File: src/rtl/gss_pkg.sv
// Shared types, constants and fixed-point helpers for the Gauss-Seidel solver.
package gss_pkg;

    localparam int VALUE_WIDTH     = 48;
    localparam int FRAC_BITS       = 32;
    localparam int HALF_WIDTH      = VALUE_WIDTH / 2;
    localparam int PROD_WIDTH      = 2 * VALUE_WIDTH;
    localparam int TRUNC_WIDTH     = PROD_WIDTH - FRAC_BITS;
    localparam int QUOT_WIDTH      = VALUE_WIDTH + FRAC_BITS;
    localparam int DEF_MAX_ORDER   = 16;

    localparam int ACTION_WIDTH    = 2;
    localparam int ROW_WIDTH       = 4;
    localparam int STATUS_WIDTH    = 2;
    localparam int SWEEP_WIDTH     = 10;
    localparam int ORDER_WIDTH     = 5;
    localparam int TOL_WIDTH       = 32;
    localparam int CFG_INDEX_WIDTH = 2;
    localparam int CFG_DATA_WIDTH  = 32;

    localparam logic [ORDER_WIDTH-1:0] ORDER_RESET = ORDER_WIDTH'(1);
    localparam logic [SWEEP_WIDTH-1:0] LIMIT_RESET = SWEEP_WIDTH'(500);
    localparam logic [TOL_WIDTH-1:0]   TOL_RESET   = TOL_WIDTH'(2);

    localparam logic signed [VALUE_WIDTH-1:0] VMAX = {1'b0, {(VALUE_WIDTH-1){1'b1}}};
    localparam logic signed [VALUE_WIDTH-1:0] VMIN = {1'b1, {(VALUE_WIDTH-1){1'b0}}};

    typedef enum logic [ACTION_WIDTH-1:0] {
        ACT_MATRIX = 2'd0,
        ACT_RHS    = 2'd1,
        ACT_SOLVE  = 2'd2
    } t_action;

    typedef enum logic [STATUS_WIDTH-1:0] {
        ST_CONVERGED = 2'd0,
        ST_ZERO_DIAG = 2'd1,
        ST_LIMIT     = 2'd2
    } t_status;

    typedef enum logic [CFG_INDEX_WIDTH-1:0] {
        CFG_ORDER     = 2'd0,
        CFG_LIMIT     = 2'd1,
        CFG_TOLERANCE = 2'd2
    } t_cfg_index;

    typedef struct packed {
        logic busy;
        logic done;
    } t_div_status;

    // Magnitude of a signed value; the most negative value maps to 2^(W-1).
    function automatic logic [VALUE_WIDTH-1:0] vmag(input logic signed [VALUE_WIDTH-1:0] v);
        logic [VALUE_WIDTH-1:0] u;
        u = v;
        return v[VALUE_WIDTH-1] ? (~u + 1'b1) : u;
    endfunction

    // Apply a sign to a magnitude and clamp to the value range.
    function automatic logic signed [VALUE_WIDTH-1:0] from_mag(input logic neg,
                                                             input logic [TRUNC_WIDTH-1:0] m);
        logic [VALUE_WIDTH-1:0] low;
        low = m[VALUE_WIDTH-1:0];
        if (m >= (TRUNC_WIDTH'(1) << (VALUE_WIDTH - 1))) begin
            return neg ? VMIN : VMAX;
        end
        return neg ? (~low + 1'b1) : low;
    endfunction

    function automatic logic signed [VALUE_WIDTH-1:0] sat_add(input logic signed [VALUE_WIDTH-1:0] a,
                                                            input logic signed [VALUE_WIDTH-1:0] b);
        logic [VALUE_WIDTH:0] s;
        s = {a[VALUE_WIDTH-1], a} + {b[VALUE_WIDTH-1], b};
        if (s[VALUE_WIDTH] != s[VALUE_WIDTH-1]) begin
            return s[VALUE_WIDTH] ? VMIN : VMAX;
        end
        return s[VALUE_WIDTH-1:0];
    endfunction

    function automatic logic signed [VALUE_WIDTH-1:0] sat_sub(input logic signed [VALUE_WIDTH-1:0] a,
                                                            input logic signed [VALUE_WIDTH-1:0] b);
        logic [VALUE_WIDTH:0] s;
        s = {a[VALUE_WIDTH-1], a} - {b[VALUE_WIDTH-1], b};
        if (s[VALUE_WIDTH] != s[VALUE_WIDTH-1]) begin
            return s[VALUE_WIDTH] ? VMIN : VMAX;
        end
        return s[VALUE_WIDTH-1:0];
    endfunction

endpackage

File: src/rtl/gss_div.sv
// Restoring divider, one quotient bit per cycle, for the fixed-point quotient.
module gss_div (
    input  logic                              i_clk,
    input  logic                              i_rst_n,
    input  logic                              i_start,
    input  logic [gss_pkg::VALUE_WIDTH-1:0]   i_dividend,
    input  logic [gss_pkg::VALUE_WIDTH-1:0]   i_divisor,
    output gss_pkg::t_div_status              o_status,
    output logic [gss_pkg::QUOT_WIDTH-1:0]    o_quotient
);
    import gss_pkg::*;

    localparam int CW = $clog2(QUOT_WIDTH);

    logic [VALUE_WIDTH-1:0] r_rem;
    logic [VALUE_WIDTH-1:0] r_div;
    logic [QUOT_WIDTH-1:0]  r_num;
    logic [QUOT_WIDTH-1:0]  r_q;
    logic [CW-1:0]          r_cnt;
    logic                   r_busy;
    logic                   r_done;

    logic [VALUE_WIDTH:0]   shifted;
    logic                   ge;

    // The remainder stays below the divisor, so one extra bit holds the shift.
    assign shifted = {r_rem, r_num[QUOT_WIDTH-1]};
    assign ge      = shifted >= {1'b0, r_div};

    always_ff @(posedge i_clk) begin
        if (!i_rst_n) begin
            r_busy <= 1'b0;
            r_done <= 1'b0;
        end else begin
            r_done <= 1'b0;
            if (i_start) begin
                r_busy <= 1'b1;
            end else if (r_busy && r_cnt == '0) begin
                r_busy <= 1'b0;
                r_done <= 1'b1;
            end
        end
    end

    always_ff @(posedge i_clk) begin
        if (i_start) begin
            r_rem <= '0;
            r_div <= i_divisor;
            r_num <= {i_dividend, {FRAC_BITS{1'b0}}};
            r_q   <= '0;
            r_cnt <= CW'(QUOT_WIDTH - 1);
        end else if (r_busy) begin
            r_rem <= ge ? VALUE_WIDTH'(shifted - {1'b0, r_div}) : shifted[VALUE_WIDTH-1:0];
            r_num <= r_num << 1;
            r_q   <= {r_q[QUOT_WIDTH-2:0], ge};
            r_cnt <= r_cnt - 1'b1;
        end
    end

    assign o_status.busy = r_busy;
    assign o_status.done = r_done;
    assign o_quotient    = r_q;
endmodule

File: config.mk
export PLATFORM = sky130hd
export DESIGN_NAME = gss_div
export DESIGN_NICKNAME = d
export VERILOG_FILES = /design/src/rtl/gss_pkg.sv /design/src/rtl/gss_div.sv
export SDC_FILE = /design/constraint.sdc
export NUM_CORES = 1
export LEC_CHECK = 0
export BUFFER_PORTS_ARGS = -buffer_cell sky130_fd_sc_hd__buf_2
export CORE_ASPECT_RATIO = 0.9
export CORE_MARGIN = 3
export CORE_UTILIZATION = 39
export CTS_BUF_LIST = sky130_fd_sc_hd__clkbuf_4
export CTS_CLUSTER_DIAMETER = 80
export DETAILED_ROUTE_END_ITERATION = 8
export PLACE_DENSITY = 0.62
export SYNTH_ARGS = -nofsm -noshare
export SYNTH_HDL_FRONTEND = slang
export SYNTH_SLANG_ARGS = --single-unit
File: constraint.sdc
create_clock -name i_clk -period 4.3 [get_ports i_clk]
set_input_delay 0.215 -clock i_clk [delete_from_list [all_inputs] [get_ports i_clk]]
set_output_delay 0.215 -clock i_clk [all_outputs]
set_load 0.01 [all_outputs]
Word-level counts from Yosys, hierarchy flattened
Index checks and enable logic that the tools add are counted.

Register bits after elaboration: 233. Input port bits: 99. Output and inout bits: 82. Logic and storage cells: 22.

Add/subtract/negate cells: 2. $lt $le $gt $ge: 1. Muxes and demuxes: 6. Bitwise gates (word level): 1. Reduce and logical (&&, ||, !) cells: 5.

Operators with widths (count): 80-bit two-way mux (2); 49-bit by 48-bit >= comparator with 1-bit output (1); 48-bit two-way mux (1); 48-bit subtractor (1); 7-bit logical NOT (1); 7-bit by 1-bit subtractor with 7-bit output (second input constant) (1); 2-bit nonzero test (2); 1-bit two-way mux (3); 2-bit OR reduction (1); 1-bit logical AND (1); 1-bit inverter (1).

Longest topological paths before layout
Depth in word-level cells: 4. Mapped depth: 14. Mapped depth without buffers: 13.

Least setup slack after synthesis
Ideal clock, no wire load.

Kind: register to register. Start point: register r_div[0]. End point: register r_rem[32]. Setup time: 0.091 ns. Arrival time: 2.936 ns. Data required time: 4.209 ns. Path slack: 1.273 ns. Stages on the path, launching flop included: 13. Path buffers: 0. Clock period less this slack: 3.027 ns. Path through: edfxtp_1 > ha_1 > fa_1 > nor2b_1 > o211ai_1 > a311oi_1 > o311ai_2 > a31oi_2 > a31o_4 > a21o_1 > a311oi_1 > or3_1 > a311oi_1.

Cells in the longest elaborated chain, start to end: 2. Elaborated cells on any way between the ends: 3. Classes of those cells: add/sub: 1; order compare: 1; mux: 1.

Ends and longest elaborated chain: start: declaration (line gss_div.sv:16) `logic [VALUE_WIDTH-1:0] r_div;`; start signal: assignment (line gss_div.sv:48) `r_div <= i_divisor;`; 48-bit subtractor or 49-bit by 48-bit >= comparator with 1-bit output (tied branches) (line gss_div.sv:53, gss_div.sv:28); 48-bit two-way mux * (line gss_div.sv:53) `r_rem <= ge ? VALUE_WIDTH'(shifted - {1'b0, r_div}) : shifted[VALUE_WIDTH-1:0];`; end signal: assignment (line gss_div.sv:53); end: declaration (line gss_div.sv:15) `logic [VALUE_WIDTH-1:0] r_rem;`.

Mark *: on every way between the ends. The rest lies on a longest branch, timed or not. A chain may end at the register's enable or synchronous reset.

Worst setup path after layout
Start point: register r_div[32]. End point: register r_rem[0].

Cells in the longest elaborated chain, start to end: 2.

Ends and longest elaborated chain: 49-bit by 48-bit >= comparator with 1-bit output (line gss_div.sv:28) `assign ge = shifted >= {1'b0, r_div};`; 48-bit two-way mux (line gss_div.sv:53).

Every way passes these cells.

==> summary.md <==
| Metric | Value |
|---|---|
| NetSw | `~1500 uW` |
| R2R setup slack | `0.76 ns` |
| Static leakage | `0.00657 uW` |
| Overall Power | `~5500 uW` |
| Crit-path max FO | `31` |
| Slew @ Worst Pin | `1.03 ns` |
| RePlAce Congestion | `roughly 0.87` |
| Clock share of power | `0.396` |
| Crit path kind | `reg -> reg` |
| Row cnt | `59` |
| Worst-path clk slew | `0.07 ns` |
| Die W | `around 190 um` |
| Worst Hold Path EP | `r_div[4]` |
| Worst endpoint required time | `4.91 ns` |
| Fin. max-slew vios | `0` |
| HP Class | `in -> reg` |
| Area of the multi-input gates | `about 5500 um^2` |
| Power Internal | `about 4000 uW` |
| Reg power frac | `0.450` |
| IO Pins | `181` |
| Fin crit period | `about 3.5 ns` |
| Synthesized area | `11600 um^2` |
| M1 GR Usage | `0.230` |
| Final setup fails | `0` |
| Number of antenna violations at the first check in global routing | `3` |
| Ys async rst share | `0` |
| Seq/Total Area, Yosys | `0.484` |
| # clock sinks | `233` |
| Drt first pass iters | `5` |
| Post-CTS Hold Buffers | `98` |
| Syn_area_per_cell | `a little over 10 um^2` |
| Post-DRT Antenna Nets | `0` |
| Crit. End Element | `flip-flop` |
| Combinational power share | `0.154` |
| Rel. slew slack | `0.311` |
| # H-tree levels | `3` |
| Worst hold slack | `around 0.23 ns` |
| Clock skew | `0.0690 ns` |
| Grt total ovfl | `0` |
| Fmax | `283 MHz` |
| Post-CTS sizing | `0` |
| Nets in the synthesized netlist | `1271` |
| VDD IR max | `201 uV` |
| RSZ-0062 raised after global routing | `false` |
| Die Area | `31900 um^2` |
| Area growth syn-to-layout | `26.9%` |
| Core ar. | `about 29000 um^2` |
| Min-delay src | `i_divisor[4]` |
| Status | `finished, final reports clean` |
| Vias | `roughly 9400` |
| Die H | `170 um` |
| Routed wire length | `28600 um` |
| Setup TNS | `0 ns` |
| DRC viols | `0` |
| Initial Util | `0.399` |
| Largest net degree at the start of global routing | `~140` |
| Pwr dens | `376 nW/um^2` |
| Setup bufs post-CTS | `0` |
| # port buffers | `180` |
| Vias in the first global route | `9452` |
| Top_reg_cell synth | `dfxtp_1` |
| Syn Inst Count | `1122` |
| R2r worst-path depth | `11` |
| Placed wire-length estimate | `18800 um` |
| Nets | `1564` |
| Root buf cell | `clkbuf_4` |
| Reg area | `5630 um^2` |
| Via-per-instance ratio | `5.03` |
| Cells on Worst Hold Path | `2` |
| Final hold vios | `0` |
| EDFF count, synth | `96` |
| TritonCTS clock tree | `yes` |
| Crit path launch type | `flip-flop` |
| Total GRT Usage | `0.177` |
| Layout fillers | `about 2700` |
| Synth warn | `0` |
| Seq cells post-synth | `233` |
| M2 GR Usage | `0.271` |
| Fin crit share | `0.823` |
| GRT Max-Usage Layer | `met2` |
| CTS Buf Count | `67` |
| Clk_lat worst skew | `0.71 ns` |
| Post-layout instance area | `approximately 15000 um^2` |
| Crit Reg-Reg Startpoint | `r_div[32]` |
| Drt first-iter violations | `~600` |
| Maxcap violations | `0` |
| Unique masters post-synth | `64` |
| Layout cell share with drive strength beyond 1 | `0.244` |
| RR Endpoint | `r_rem[0]` |
| Drt wl/cell | `15.4 um` |
| Post-placement cell area | `around 13000 um^2` |
| Worst endpoint data arrival time | `4.15 ns` |
| Switching portion of total power | `0.269` |
| Met3 usage | `0.0626` |
| First-pass GRT wire length | `46500 um` |
| CTS max path bufs | `3` |
## cells by family (layout without fill, tap and decap cells)
family	after synthesis	count (layout)	synth area share
adders and majority gates	50	50	0.0545
and+or+nand+nor	275	275	0.106
AOI/OAI and AO/OA	227	227	0.132
xor gates and xnor gates	46	46	0.0347
muxes	163	163	0.146
buffers and inverters	128	469	0.0433
DFF	233	233	0.484
other	0	3	0
## worst max path at each step
stage                            to  cells past startpoint  slack [ns]       from
after floorplan           r_rem[32]                     12        1.27   r_div[0]
after global placement     r_rem[0]                     10        0.82  r_rem[31]
after detailed placement   r_rem[0]                     11        0.80  r_div[32]
after CTS                  r_rem[0]                     11        0.78  r_div[32]
after global routing       r_rem[0]                     11        0.55  r_div[32]
final                      r_rem[0]                     11        0.76  r_div[32]
## cell usage in the layout, fill, tap and decap left out, types with 9 or more instances in the layout
| master | count |
|---|---|
| clkbuf_4 | 97 |
| mux2_2 | 47 |
| a21oi_1 | 56 |
| nand2b_1 | 10 |
| nor3_1 | 14 |
| ha_1 | 49 |
| dlygate4sd3_1 | 98 |
| and3_1 | 9 |
| inv_1 | 67 |
| a211oi_1 | 33 |
| nand3_1 | 9 |
| nor2_1 | 146 |
| edfxtp_1 | 96 |
| xnor2_1 | 36 |
| mux2i_1 | 114 |
| nand2_1 | 45 |
| dfxtp_1 | 136 |
| buf_2 | 179 |
| a21o_1 | 16 |
| nand4_1 | 11 |
| o21bai_1 | 10 |
| xor2_1 | 10 |
| o21ai_0 | 42 |
## layout make-up
cell class                 count  share of cell area
sequential                   233               0.382
multi-input combinational    761               0.373
timing repair buffer         284               0.133
clock buffer                  97              0.0494
tap                          396              0.0336
inverter                      68              0.0173
clock inverter                20              0.0116
antenna                        3            0.000509
## per-layer routing
metal	wire, um	vias up
li1	-	4654
met1	13000	4358
met2	12700	289
met3	2140	65
met4	798	0
met5	0	-
## power groups by stage
stage	Sequential [uW]	Combinational [uW]	Clock, uW
after floorplan	2510	591	0
after global placement	2540	767	0
after detailed placement	2540	769	0
after CTS	2500	846	2280
after global routing	2510	944	2400
final	2500	852	2190
## through the flow
step / setup WS (ns) / std cells / utilization
6_report: 0.761 / 1862 / 0.507
5_1_grt: 0.547 / 1862 / 0.507
4_1_cts: 0.784 / 1859 / 0.506
3_5_place_dp: 0.800 / 1644 / 0.442
3_3_place_gp: 0.820 / 1644 / 0.442
2_1_floorplan: 1.27 / 1122 / -
## critical path: stages (launching register included)
cell      delay [ns]
edfxtp_1        0.34
inv_1           0.04
ha_1            0.38
a21oi_1         0.29
o21ai_0         0.22
or4_1           0.59
o211ai_1        0.22
a21boi_2        0.12
nor2_4          0.46
buf_12          0.29
mux2_1          0.34
o22ai_1         0.14
## sequential cells by signal, summed over array words and instances (netlist names)
register / count
r_num: 48
r_div: 48
o_quotient: 80
r_done: 1
r_cnt: 7
r_busy: 1
r_rem: 48
## synth_stat cells (8+ instances only)
master    instances  area (um^2)
nor2_1          146          548
dfxtp_1         137         2740
mux2i_1         114         1140
edfxtp_1         96         2880
inv_1            68          255
a21oi_1          56          280
ha_1             49          613
mux2_2           47          529
nand2_1          45          169
o21ai_0          42          210
clkbuf_1         40          150
xnor2_1          36          315
a211oi_1         33          248
a21o_1           16          120
nor3_1           14         70.1
buf_1            12         45.0
nand4_1          11         68.8
nand2b_1         10         62.6
o21bai_1         10         75.1
xor2_1           10         87.6
and3_1            9         56.3
nand3_1           9         45.0
o21a_1            8         60.1
(Power assumes the default switching activity.)
